===== src/hdl/cqm_pkg.sv =====
// Shared types and constants for the completion queue manager.
`timescale 1ns / 1ps
`default_nettype none
package cqm_pkg;

  localparam int unsigned IDX_W    = 16;
  localparam int unsigned STATUS_W = 15;
  localparam int unsigned DW_W     = 32;
  localparam int unsigned UPPER_W  = 64;
  localparam int unsigned CFG_IDX_W  = 8;
  localparam int unsigned CFG_DATA_W = 16;

  // Bit positions inside the upper quadword of an entry.
  localparam int unsigned SQID_LSB  = 16;
  localparam int unsigned CMDID_LSB = 32;
  localparam int unsigned PHASE_POS = 48;
  localparam int unsigned STATUS_LSB = 49;

  localparam logic [CFG_IDX_W-1:0] CFG_QUEUE_SIZE  = 8'd0;
  localparam logic [CFG_IDX_W-1:0] CFG_IRQ_ENABLED = 8'd1;

  localparam logic [IDX_W-1:0] QSIZE_RESET = 16'd2;

  typedef enum logic [2:0] {
    CMD_RESERVE  = 3'd0,
    CMD_WRITE_IO = 3'd1,
    CMD_WRITE_ADMIN = 3'd2,
    CMD_DOORBELL = 3'd3,
    CMD_FLUSH    = 3'd4
  } cmd_e_t;

  typedef enum logic [2:0] {
    IRQ_NONE       = 3'd0,
    IRQ_RAISE      = 3'd1,
    IRQ_TRIGGER    = 3'd2,
    IRQ_COND_TRIG  = 3'd3,
    IRQ_CLEAR      = 3'd4,
    IRQ_TRIG_CLEAR = 3'd5
  } irq_e_t;

  typedef enum logic [1:0] {
    S_IDLE,
    S_CALC,
    S_APPLY
  } state_t;

  typedef struct packed {
    logic capture;
    logic calc;
    logic apply;
  } ctrl_t;

endpackage
`default_nettype wire


===== src/hdl/cqm_ctrl.sv =====
// Command sequencer: capture, ring-distance step, state update.
`timescale 1ns / 1ps
`default_nettype none
module cqm_ctrl (
  input  wire logic           clk,
  input  wire logic           rst_n,
  input  wire logic           start,
  output logic                busy,
  output cqm_pkg::ctrl_t      ctrl
);
  import cqm_pkg::*;

  state_t state_r, state_nxt;

  always_ff @(posedge clk) begin
    if (!rst_n) begin
      state_r <= S_IDLE;
    end else begin
      state_r <= state_nxt;
    end
  end

  always_comb begin
    state_nxt = state_r;
    unique case (state_r)
      S_IDLE: begin
        if (start) state_nxt = S_CALC;
      end
      S_CALC:  state_nxt = S_APPLY;
      S_APPLY: state_nxt = S_IDLE;
      default: state_nxt = S_IDLE;
    endcase
  end

  always_comb begin
    busy         = 1'b1;
    ctrl.capture = 1'b0;
    ctrl.calc    = 1'b0;
    ctrl.apply   = 1'b0;
    unique case (state_r)
      S_IDLE: begin
        busy         = 1'b0;
        ctrl.capture = start;
      end
      S_CALC:  ctrl.calc  = 1'b1;
      S_APPLY: ctrl.apply = 1'b1;
      default: busy = 1'b1;
    endcase
  end

endmodule
`default_nettype wire


===== src/hdl/cqm_datapath.sv =====
// Ring pointers, config registers, entry packing and result registers.
`timescale 1ns / 1ps
`default_nettype none
module cqm_datapath (
  input  wire logic                               clk,
  input  wire logic                               rst_n,
  input  wire cqm_pkg::ctrl_t                     ctrl,
  input  wire logic                               cfg_wr,
  input  wire logic [cqm_pkg::CFG_IDX_W-1:0]      cfg_index,
  input  wire logic [cqm_pkg::CFG_DATA_W-1:0]     cfg_data,
  input  wire logic [2:0]                         in_cmd,
  input  wire logic [cqm_pkg::IDX_W-1:0]          in_sq_head,
  input  wire logic [cqm_pkg::IDX_W-1:0]          in_sq_id,
  input  wire logic [cqm_pkg::IDX_W-1:0]          in_cmd_id,
  input  wire logic [cqm_pkg::STATUS_W-1:0]       in_status,
  input  wire logic [cqm_pkg::DW_W-1:0]           in_completion_dword0,
  input  wire logic [cqm_pkg::IDX_W-1:0]          in_doorbell_head,
  input  wire logic                               in_trigger_irqs,
  output logic                                    out_valid,
  output logic                                    out_granted,
  output logic                                    out_entry_valid,
  output logic [cqm_pkg::IDX_W-1:0]               out_entry_slot,
  output logic [cqm_pkg::DW_W-1:0]                out_entry_lower,
  output logic                                    out_lower_valid,
  output logic [cqm_pkg::UPPER_W-1:0]             out_entry_upper,
  output logic [cqm_pkg::IDX_W-1:0]               out_event_index,
  output logic                                    out_event_index_valid,
  output logic [2:0]                              out_irq_action,
  output logic                                    out_head_rejected,
  output logic                                    out_flushed
);
  import cqm_pkg::*;

  // config
  logic [IDX_W-1:0] qsize_r;
  logic             irq_en_r;

  // queue state
  logic [IDX_W-1:0] head_r, head_nxt;
  logic [IDX_W-1:0] tail_r, tail_nxt;
  logic             phase_r, phase_nxt;
  logic [IDX_W-1:0] pend_r, pend_nxt;

  // captured command
  logic [2:0]          cmd_r;
  logic [IDX_W-1:0]    sqh_r, sqid_r, cid_r, dbh_r;
  logic [STATUS_W-1:0] st_r;
  logic [DW_W-1:0]     dw0_r;
  logic                trig_r;

  // intermediate step
  logic [IDX_W-1:0] dist_r;
  logic [IDX_W:0]   ev_sum_r;
  logic             rej_r;
  logic [IDX_W-1:0] h_eff;
  logic [IDX_W:0]   dist_full;

  // results
  logic                 valid_r;
  logic                 granted_r, granted_nxt;
  logic                 ent_v_r, ent_v_nxt;
  logic [IDX_W-1:0]     slot_r, slot_nxt;
  logic [DW_W-1:0]      lower_r, lower_nxt;
  logic                 low_v_r, low_v_nxt;
  logic [UPPER_W-1:0]   upper_r, upper_nxt;
  logic [IDX_W-1:0]     ev_r, ev_nxt;
  logic                 ev_v_r, ev_v_nxt;
  logic [2:0]           irq_r, irq_nxt;
  logic                 rejected_r, rejected_nxt;
  logic                 flushed_r, flushed_nxt;

  logic [IDX_W:0]       tail_inc;
  logic [IDX_W:0]       ev_wrap;
  logic [UPPER_W-1:0]   upper_pack;

  always_ff @(posedge clk) begin
    if (!rst_n) begin
      qsize_r  <= QSIZE_RESET;
      irq_en_r <= 1'b0;
    end else if (cfg_wr) begin
      if (cfg_index == CFG_QUEUE_SIZE) qsize_r <= cfg_data;
      else if (cfg_index == CFG_IRQ_ENABLED) irq_en_r <= cfg_data[0];
    end
  end

  always_ff @(posedge clk) begin
    if (ctrl.capture) begin
      cmd_r  <= in_cmd;
      sqh_r  <= in_sq_head;
      sqid_r <= in_sq_id;
      cid_r  <= in_cmd_id;
      st_r   <= in_status;
      dw0_r  <= in_completion_dword0;
      dbh_r  <= in_doorbell_head;
      trig_r <= in_trigger_irqs;
    end
  end

  // A stale head at or beyond the ring size counts as zero.
  assign h_eff = (head_r >= qsize_r) ? '0 : head_r;
  assign dist_full = (dbh_r >= h_eff) ? ({1'b0, dbh_r} - {1'b0, h_eff})
                   : ({1'b0, qsize_r} + {1'b0, dbh_r} - {1'b0, h_eff});

  always_ff @(posedge clk) begin
    if (ctrl.calc) begin
      dist_r   <= dist_full[IDX_W-1:0];
      ev_sum_r <= {1'b0, dbh_r} + {2'b00, qsize_r[IDX_W-1:1]};
      rej_r    <= (dbh_r >= qsize_r);
    end
  end

  assign tail_inc = {1'b0, tail_r} + 17'd1;
  assign ev_wrap  = (ev_sum_r >= {1'b0, qsize_r}) ? (ev_sum_r - {1'b0, qsize_r}) : ev_sum_r;

  always_comb begin
    upper_pack = '0;
    upper_pack[SQID_LSB-1:0]           = sqh_r;
    upper_pack[CMDID_LSB-1:SQID_LSB]   = (cmd_r == CMD_WRITE_IO) ? sqid_r : '0;
    upper_pack[PHASE_POS-1:CMDID_LSB]  = cid_r;
    upper_pack[PHASE_POS]              = phase_r;
    upper_pack[UPPER_W-1:STATUS_LSB]   = st_r;
  end

  always_comb begin
    head_nxt     = head_r;
    tail_nxt     = tail_r;
    phase_nxt    = phase_r;
    pend_nxt     = pend_r;
    granted_nxt  = 1'b0;
    ent_v_nxt    = 1'b0;
    slot_nxt     = '0;
    lower_nxt    = '0;
    low_v_nxt    = 1'b0;
    upper_nxt    = '0;
    ev_nxt       = '0;
    ev_v_nxt     = 1'b0;
    irq_nxt      = IRQ_NONE;
    rejected_nxt = 1'b0;
    flushed_nxt  = 1'b0;
    unique case (cmd_r)
      CMD_RESERVE: begin
        if (pend_r != (qsize_r - 16'd1)) begin
          pend_nxt    = pend_r + 16'd1;
          granted_nxt = 1'b1;
        end
      end
      CMD_WRITE_IO, CMD_WRITE_ADMIN: begin
        ent_v_nxt = 1'b1;
        slot_nxt  = tail_r;
        upper_nxt = upper_pack;
        if (cmd_r == CMD_WRITE_ADMIN) begin
          lower_nxt = dw0_r;
          low_v_nxt = 1'b1;
        end
        if (tail_inc >= {1'b0, qsize_r}) begin
          tail_nxt  = '0;
          phase_nxt = ~phase_r;
        end else begin
          tail_nxt = tail_inc[IDX_W-1:0];
        end
        if (irq_en_r) irq_nxt = (cmd_r == CMD_WRITE_IO) ? IRQ_RAISE : IRQ_TRIGGER;
      end
      CMD_DOORBELL: begin
        if (rej_r) begin
          rejected_nxt = 1'b1;
        end else begin
          if (dbh_r != head_r) begin
            pend_nxt = (pend_r > dist_r) ? (pend_r - dist_r) : '0;
            head_nxt = dbh_r;
            ev_nxt   = ev_wrap[IDX_W-1:0];
            ev_v_nxt = 1'b1;
          end
          if (irq_en_r && trig_r) irq_nxt = (tail_r != dbh_r) ? IRQ_COND_TRIG : IRQ_CLEAR;
        end
      end
      CMD_FLUSH: begin
        if ((dbh_r != tail_r) && irq_en_r) begin
          irq_nxt     = IRQ_TRIG_CLEAR;
          flushed_nxt = 1'b1;
        end
      end
      default: ;  // unused codes: no change, all fields zero
    endcase
  end

  always_ff @(posedge clk) begin
    if (!rst_n) begin
      head_r  <= '0;
      tail_r  <= '0;
      phase_r <= 1'b1;
      pend_r  <= '0;
      valid_r <= 1'b0;
    end else begin
      valid_r <= ctrl.apply;
      if (ctrl.apply) begin
        head_r  <= head_nxt;
        tail_r  <= tail_nxt;
        phase_r <= phase_nxt;
        pend_r  <= pend_nxt;
      end
    end
  end

  always_ff @(posedge clk) begin
    if (ctrl.apply) begin
      granted_r  <= granted_nxt;
      ent_v_r    <= ent_v_nxt;
      slot_r     <= slot_nxt;
      lower_r    <= lower_nxt;
      low_v_r    <= low_v_nxt;
      upper_r    <= upper_nxt;
      ev_r       <= ev_nxt;
      ev_v_r     <= ev_v_nxt;
      irq_r      <= irq_nxt;
      rejected_r <= rejected_nxt;
      flushed_r  <= flushed_nxt;
    end
  end

  assign out_valid             = valid_r;
  assign out_granted           = granted_r;
  assign out_entry_valid       = ent_v_r;
  assign out_entry_slot        = slot_r;
  assign out_entry_lower       = lower_r;
  assign out_lower_valid       = low_v_r;
  assign out_entry_upper       = upper_r;
  assign out_event_index       = ev_r;
  assign out_event_index_valid = ev_v_r;
  assign out_irq_action        = irq_r;
  assign out_head_rejected     = rejected_r;
  assign out_flushed           = flushed_r;

endmodule
`default_nettype wire


===== src/hdl/completion_queue_manager.sv =====
// Completion ring manager: head/tail/phase/pending bookkeeping per command.
// Each command is captured, then passes the ring-distance step and the state update, and
// its result is registered and strobed; the sequencer takes no new command until that is
// done, and start is taken again during the strobe cycle.
// The receiver cannot stall; each result is shown for one cycle on out_valid.
// Reset (rst_n low, synchronous): head, tail, pending 0, phase 1, queue_size 2, irq off.
`timescale 1ns / 1ps
`default_nettype none
module completion_queue_manager (
  input  wire logic                               clk,
  input  wire logic                               rst_n,
  input  wire logic                               start,
  output logic                                    busy,
  input  wire logic                               cfg_valid,
  output logic                                    cfg_ready,
  input  wire logic [cqm_pkg::CFG_IDX_W-1:0]      cfg_index,
  input  wire logic [cqm_pkg::CFG_DATA_W-1:0]     cfg_data,
  input  wire logic [2:0]                         in_cmd,
  input  wire logic [cqm_pkg::IDX_W-1:0]          in_sq_head,
  input  wire logic [cqm_pkg::IDX_W-1:0]          in_sq_id,
  input  wire logic [cqm_pkg::IDX_W-1:0]          in_cmd_id,
  input  wire logic [cqm_pkg::STATUS_W-1:0]       in_status,
  input  wire logic [cqm_pkg::DW_W-1:0]           in_completion_dword0,
  input  wire logic [cqm_pkg::IDX_W-1:0]          in_doorbell_head,
  input  wire logic                               in_trigger_irqs,
  output logic                                    out_valid,
  output logic                                    out_granted,
  output logic                                    out_entry_valid,
  output logic [cqm_pkg::IDX_W-1:0]               out_entry_slot,
  output logic [cqm_pkg::DW_W-1:0]                out_entry_lower,
  output logic                                    out_lower_valid,
  output logic [cqm_pkg::UPPER_W-1:0]             out_entry_upper,
  output logic [cqm_pkg::IDX_W-1:0]               out_event_index,
  output logic                                    out_event_index_valid,
  output logic [2:0]                              out_irq_action,
  output logic                                    out_head_rejected,
  output logic                                    out_flushed
);
  import cqm_pkg::*;

  ctrl_t ctrl;

  assign cfg_ready = 1'b1;

  cqm_ctrl u_ctrl (
    .clk   (clk),
    .rst_n (rst_n),
    .start (start),
    .busy  (busy),
    .ctrl  (ctrl)
  );

  cqm_datapath u_dp (
    .clk                   (clk),
    .rst_n                 (rst_n),
    .ctrl                  (ctrl),
    .cfg_wr                (cfg_valid && cfg_ready),
    .cfg_index             (cfg_index),
    .cfg_data              (cfg_data),
    .in_cmd                (in_cmd),
    .in_sq_head            (in_sq_head),
    .in_sq_id              (in_sq_id),
    .in_cmd_id             (in_cmd_id),
    .in_status             (in_status),
    .in_completion_dword0  (in_completion_dword0),
    .in_doorbell_head      (in_doorbell_head),
    .in_trigger_irqs       (in_trigger_irqs),
    .out_valid             (out_valid),
    .out_granted           (out_granted),
    .out_entry_valid       (out_entry_valid),
    .out_entry_slot        (out_entry_slot),
    .out_entry_lower       (out_entry_lower),
    .out_lower_valid       (out_lower_valid),
    .out_entry_upper       (out_entry_upper),
    .out_event_index       (out_event_index),
    .out_event_index_valid (out_event_index_valid),
    .out_irq_action        (out_irq_action),
    .out_head_rejected     (out_head_rejected),
    .out_flushed           (out_flushed)
  );

`ifndef SYNTHESIS
  a_strobe_idle: assert property (@(posedge clk) disable iff (!rst_n)
    out_valid |-> !busy) else $error("result strobe while busy");

  a_start_busy: assert property (@(posedge clk) disable iff (!rst_n)
    (start && !busy) |=> busy) else $error("accepted command did not set busy");

  a_reject_quiet: assert property (@(posedge clk) disable iff (!rst_n)
    (out_valid && out_head_rejected) |-> (out_irq_action == IRQ_NONE && !out_event_index_valid))
    else $error("rejected doorbell changed interrupt or event index");

  a_one_kind: assert property (@(posedge clk) disable iff (!rst_n)
    out_valid |-> $onehot0({out_granted, out_entry_valid, out_event_index_valid,
                            out_head_rejected, out_flushed}))
    else $error("result carries fields of more than one command");
`endif

endmodule
`default_nettype wire

===== config.mk =====
export PLATFORM = sky130hd
export DESIGN_NAME = completion_queue_manager
export DESIGN_NICKNAME = d
export VERILOG_FILES = /design/src/hdl/cqm_pkg.sv /design/src/hdl/cqm_ctrl.sv /design/src/hdl/cqm_datapath.sv /design/src/hdl/completion_queue_manager.sv
export SDC_FILE = /design/constraint.sdc
export NUM_CORES = 1
export LEC_CHECK = 0
export BUFFER_PORTS_ARGS = -buffer_cell sky130_fd_sc_hd__clkbuf_2
export CORE_UTILIZATION = 50
export CTS_CLUSTER_SIZE = 10
export DETAILED_ROUTE_END_ITERATION = 8
export PLACE_DENSITY = 0.74
export SYNTH_ARGS = -nofsm -noshare
export SYNTH_HDL_FRONTEND = slang
export SYNTH_HIERARCHICAL = 1
export SYNTH_SLANG_ARGS = --single-unit
export TNS_END_PERCENT = 10

===== constraint.sdc =====
create_clock -name clk -period 9.31 [get_ports clk]
set_input_delay 0.931 -clock clk [delete_from_list [all_inputs] [get_ports clk]]
set_output_delay 0.931 -clock clk [all_outputs]
set_load 0.01 [all_outputs]

==> metrics.txt <==
Syn Area/Cell=roughly 11 µm²; Post-synth top flop=edfxtp_1; via count=14500; outcome=finished clean; die width=200 µm; CTS root buf=clkbuf_16; drt wl/cell=slightly below 20 µm; area of the multi-input gates=8930 µm²; Clock Latency Late Sink=0.57 ns; # IOs=283; nets=2324; fin area=22800 µm²; RD Place Congestion=0.947; share of post-route cells with drive strength above 1=19.3%; hold depth=1; effective utilization at floorplan=a little over 50%; post-route clock period utilization=65.7%; fillers=3119; MaxCap Viol Count=0; critical hold path startpoint=u_dp/sqh_r[0]; most frequent cells in the layout=286 x edfxtp_1, 281 x clkbuf_2, 148 x nor2_1; min cycle time layout=around 6.1 ns; placed instance area=~21000 µm²; IO Port Bufs=281; synthesized area=19600 µm²; first-pass GRT wire length=74800 µm; synthesized flop and latch total=355; CTS tree=yes; post-synth net total=2053; largest net degree at the start of global routing=slightly above 70; critical path fanouts, max=16; Crit Reg-Reg Endpoint=u_dp/dist_r[12]; Worst setup SP type=register; fmax=163 MHz; clock sink count=355; die area=between 40000 and 50000 µm²; Layout area overhead=16.2%; ys async rst share=0%; Synth Area in Compound Gates=11.8%; Ys Warns=6; Slew Viols, Final=0; Worst Tran Pin Value=1.24 ns; die height=200 µm; drt via density=~5.6; setup violators final=0; DR pass1 iterations=5; leakage=9.73 nW; Crit. End Element=register; CP top delay family=compound AO/OA/AOI/OAI gates; # diodes=0; commonest non-fill, non-tap cell in the layout=edfxtp_1; ordered cell list for the critical path=inv_1 > ha_1 > a21o_1 > a21oi_1 > o21ai_0 > o211ai_1 > a31oi_1 > nor3_1 > ha_1 > inv_1 > fa_1 > a211oi_1 > o21ai_0 > a2111oi_0 > nor2_1 > o211ai_1 > nand2b_1 > a21oi_2 > mux2_2; GRT Overall Usage=24.3%; synth unique cells=90; clk buf depth=3; hold worst-path end=u_dp/out_entry_upper[0]; global route overflow=0; CP required=9.61 ns; htree depth=2; Antenna Nets Post-Route=0; Max-slew headroom=16.8%; CTS buffer count=43; post-CTS setup buffers=0; combinational family with the most area after synthesis=simple AND/OR/NAND/NOR gates; drc violations=0; Post-Synth Adder-Cell Area=10.2%; critical path's largest stage delay=0.80 ns; vias in the first global route=13800; Post-Synth Simple-Gate Area=about 15%; power density cells=163 nW/µm²; HP Class=reg2reg; FF-to-FF path depth=19; # hold bufs at CTS=0; CP arrival=6.42 ns; sequential fraction of the synthesis area=just over 50%; Worst Setup Path Type=reg2reg; R2R Path Start=u_dp/qsize_r[5]; Detailed Route WL=50000 µm; Worst Setup SP=u_dp/qsize_r[5]; core area=38600 µm²; Worst Path Buf+Inv=2; 1st-iter DRT viols=1211; Setup TNS=0 ns; peak supply drop=0.000146 V; xor/xnor cell area share of the yosys netlist=approximately 5.6%; EDFF count, synth=286; row cnt=72; RSZ-0062 raised after global routing=no; post-synthesis mux area share=2.63%; antenna violations before repair=0; register area=9970 µm²; Post-Synthesis Cells=about 1800; clock-pin slew on the worst setup and hold paths=0.06 ns; post-CTS sizing=0; DPL Wire Length=36600 µm; CP max-delay cell=a21oi_2; Worst Skew=0.0333 ns; Fin. Hold Viols=0; flop2flop setup slack=between 3 and 4 ns; post-layout util=between 50 and 60%
[where the power goes]
part | switching, mW | internal (mW)
Sequential | 0.0330 | 1.78
Combinational | 0.205 | 0.141
Clock | 0.628 | 0.922
Total | 0.867 | 2.85
[layout make-up]
cell class              count  area share [%]
clock inverters             6           0.406
well taps                 518            2.84
flip-flops and latches    355            43.8
clock buffers              64            5.29
inverters                 119            1.96
multi-input cells        1221            39.2
repair buffers            292            6.54
[registers in the layout, indices dropped and copies added, names as in the netlist, 2 cells and up]
signal,count
u_dp/pend_r,16
u_dp/out_entry_slot,16
u_dp/out_entry_lower,32
u_dp/dist_r,16
u_dp/cid_r,16
u_dp/out_entry_upper,64
u_dp/sqid_r,16
u_dp/out_irq_action,3
u_dp/sqh_r,16
u_dp/out_event_index,16
u_dp/head_r,16
u_dp/ev_sum_r,17
u_dp/cmd_r,3
u_dp/tail_r,16
u_dp/dw0_r,32
u_dp/qsize_r,16
u_dp/st_r,15
u_ctrl/state_r,2
u_dp/dbh_r,16
[cell families after synthesis]
logic type	Yosys count
simple gates	565
flops	355
compound gates	329
buf+inv	185
fa+ha+maj	149
xor+xnor	126
mux	51
other cells	1
[stage by stage]
stage	worst slack (ns)	hold WS, ns	total power, mW	instances
2_1_floorplan	3.46	0.466	2.07	1761
3_3_place_gp	3.54	0.490	2.18	2505
3_5_place_dp	3.30	0.496	2.19	2505
4_1_cts	3.25	0.501	3.74	2575
5_1_grt	2.83	0.522	3.84	2575
6_report	3.19	0.500	3.71	2575
[how the worst max path moves through the flow]
stage,slack [ns],depth (start not counted),end
2_1_floorplan,3.46,1,u_dp/cid_r[0]
3_3_place_gp,3.54,19,u_dp/dist_r[1]
3_5_place_dp,3.30,19,u_dp/dist_r[12]
4_1_cts,3.25,19,u_dp/dist_r[12]
5_1_grt,2.83,19,u_dp/dist_r[12]
6_report,3.19,19,u_dp/dist_r[12]
[Yosys cell counts, types with 4 or more instances]
cell,n,share of area (%)
a211o_1,8,0.36
o31ai_1,4,0.15
o31ai_2,9,0.57
mux2_2,5,0.29
nor2b_1,11,0.35
buf_6,4,0.23
fa_1,19,1.9
nand2b_1,16,0.51
clkbuf_1,54,1.0
nand3_1,31,0.79
a22oi_1,6,0.23
nor3_1,34,0.87
dfxtp_1,69,7.0
o21a_1,14,0.54
a21oi_1,85,2.2
o21ai_0,58,1.5
and2_1,118,3.8
and3_1,17,0.54
o211ai_2,10,0.64
nor3b_1,6,0.23
a211oi_1,11,0.42
xnor2_1,61,2.7
mux2i_1,46,2.3
or2_2,4,0.13
and4b_1,5,0.26
o41ai_1,5,0.22
a2111oi_0,5,0.22
buf_2,5,0.13
a21o_1,31,1.2
nor4_1,19,0.61
a31oi_1,16,0.51
xor2_1,65,2.9
or3_1,16,0.51
nand4_1,25,0.80
nand2_1,84,1.6
o211ai_1,12,0.46
edfxtp_1,286,44
inv_1,118,2.3
o2111ai_1,4,0.18
o21bai_1,5,0.19
nand3b_1,5,0.19
ha_1,130,8.3
or4_1,7,0.27
nor2_1,149,2.9
[layer usage]
metal | GRT usage, % | vias to the layer above | wire length [µm] | part of all wire (%)
li1 | - | 6935 | - | -
met1 | 32.3 | 6910 | 20900 | 42
met2 | 39.6 | 596 | 23800 | 48
met3 | 4.74 | 97 | 3820 | 7.6
met4 | 9.02 | 0 | 1540 | 3.1
met5 | 0 | - | 0 | 0
Note: power is estimated with default switching activity, not from simulation.
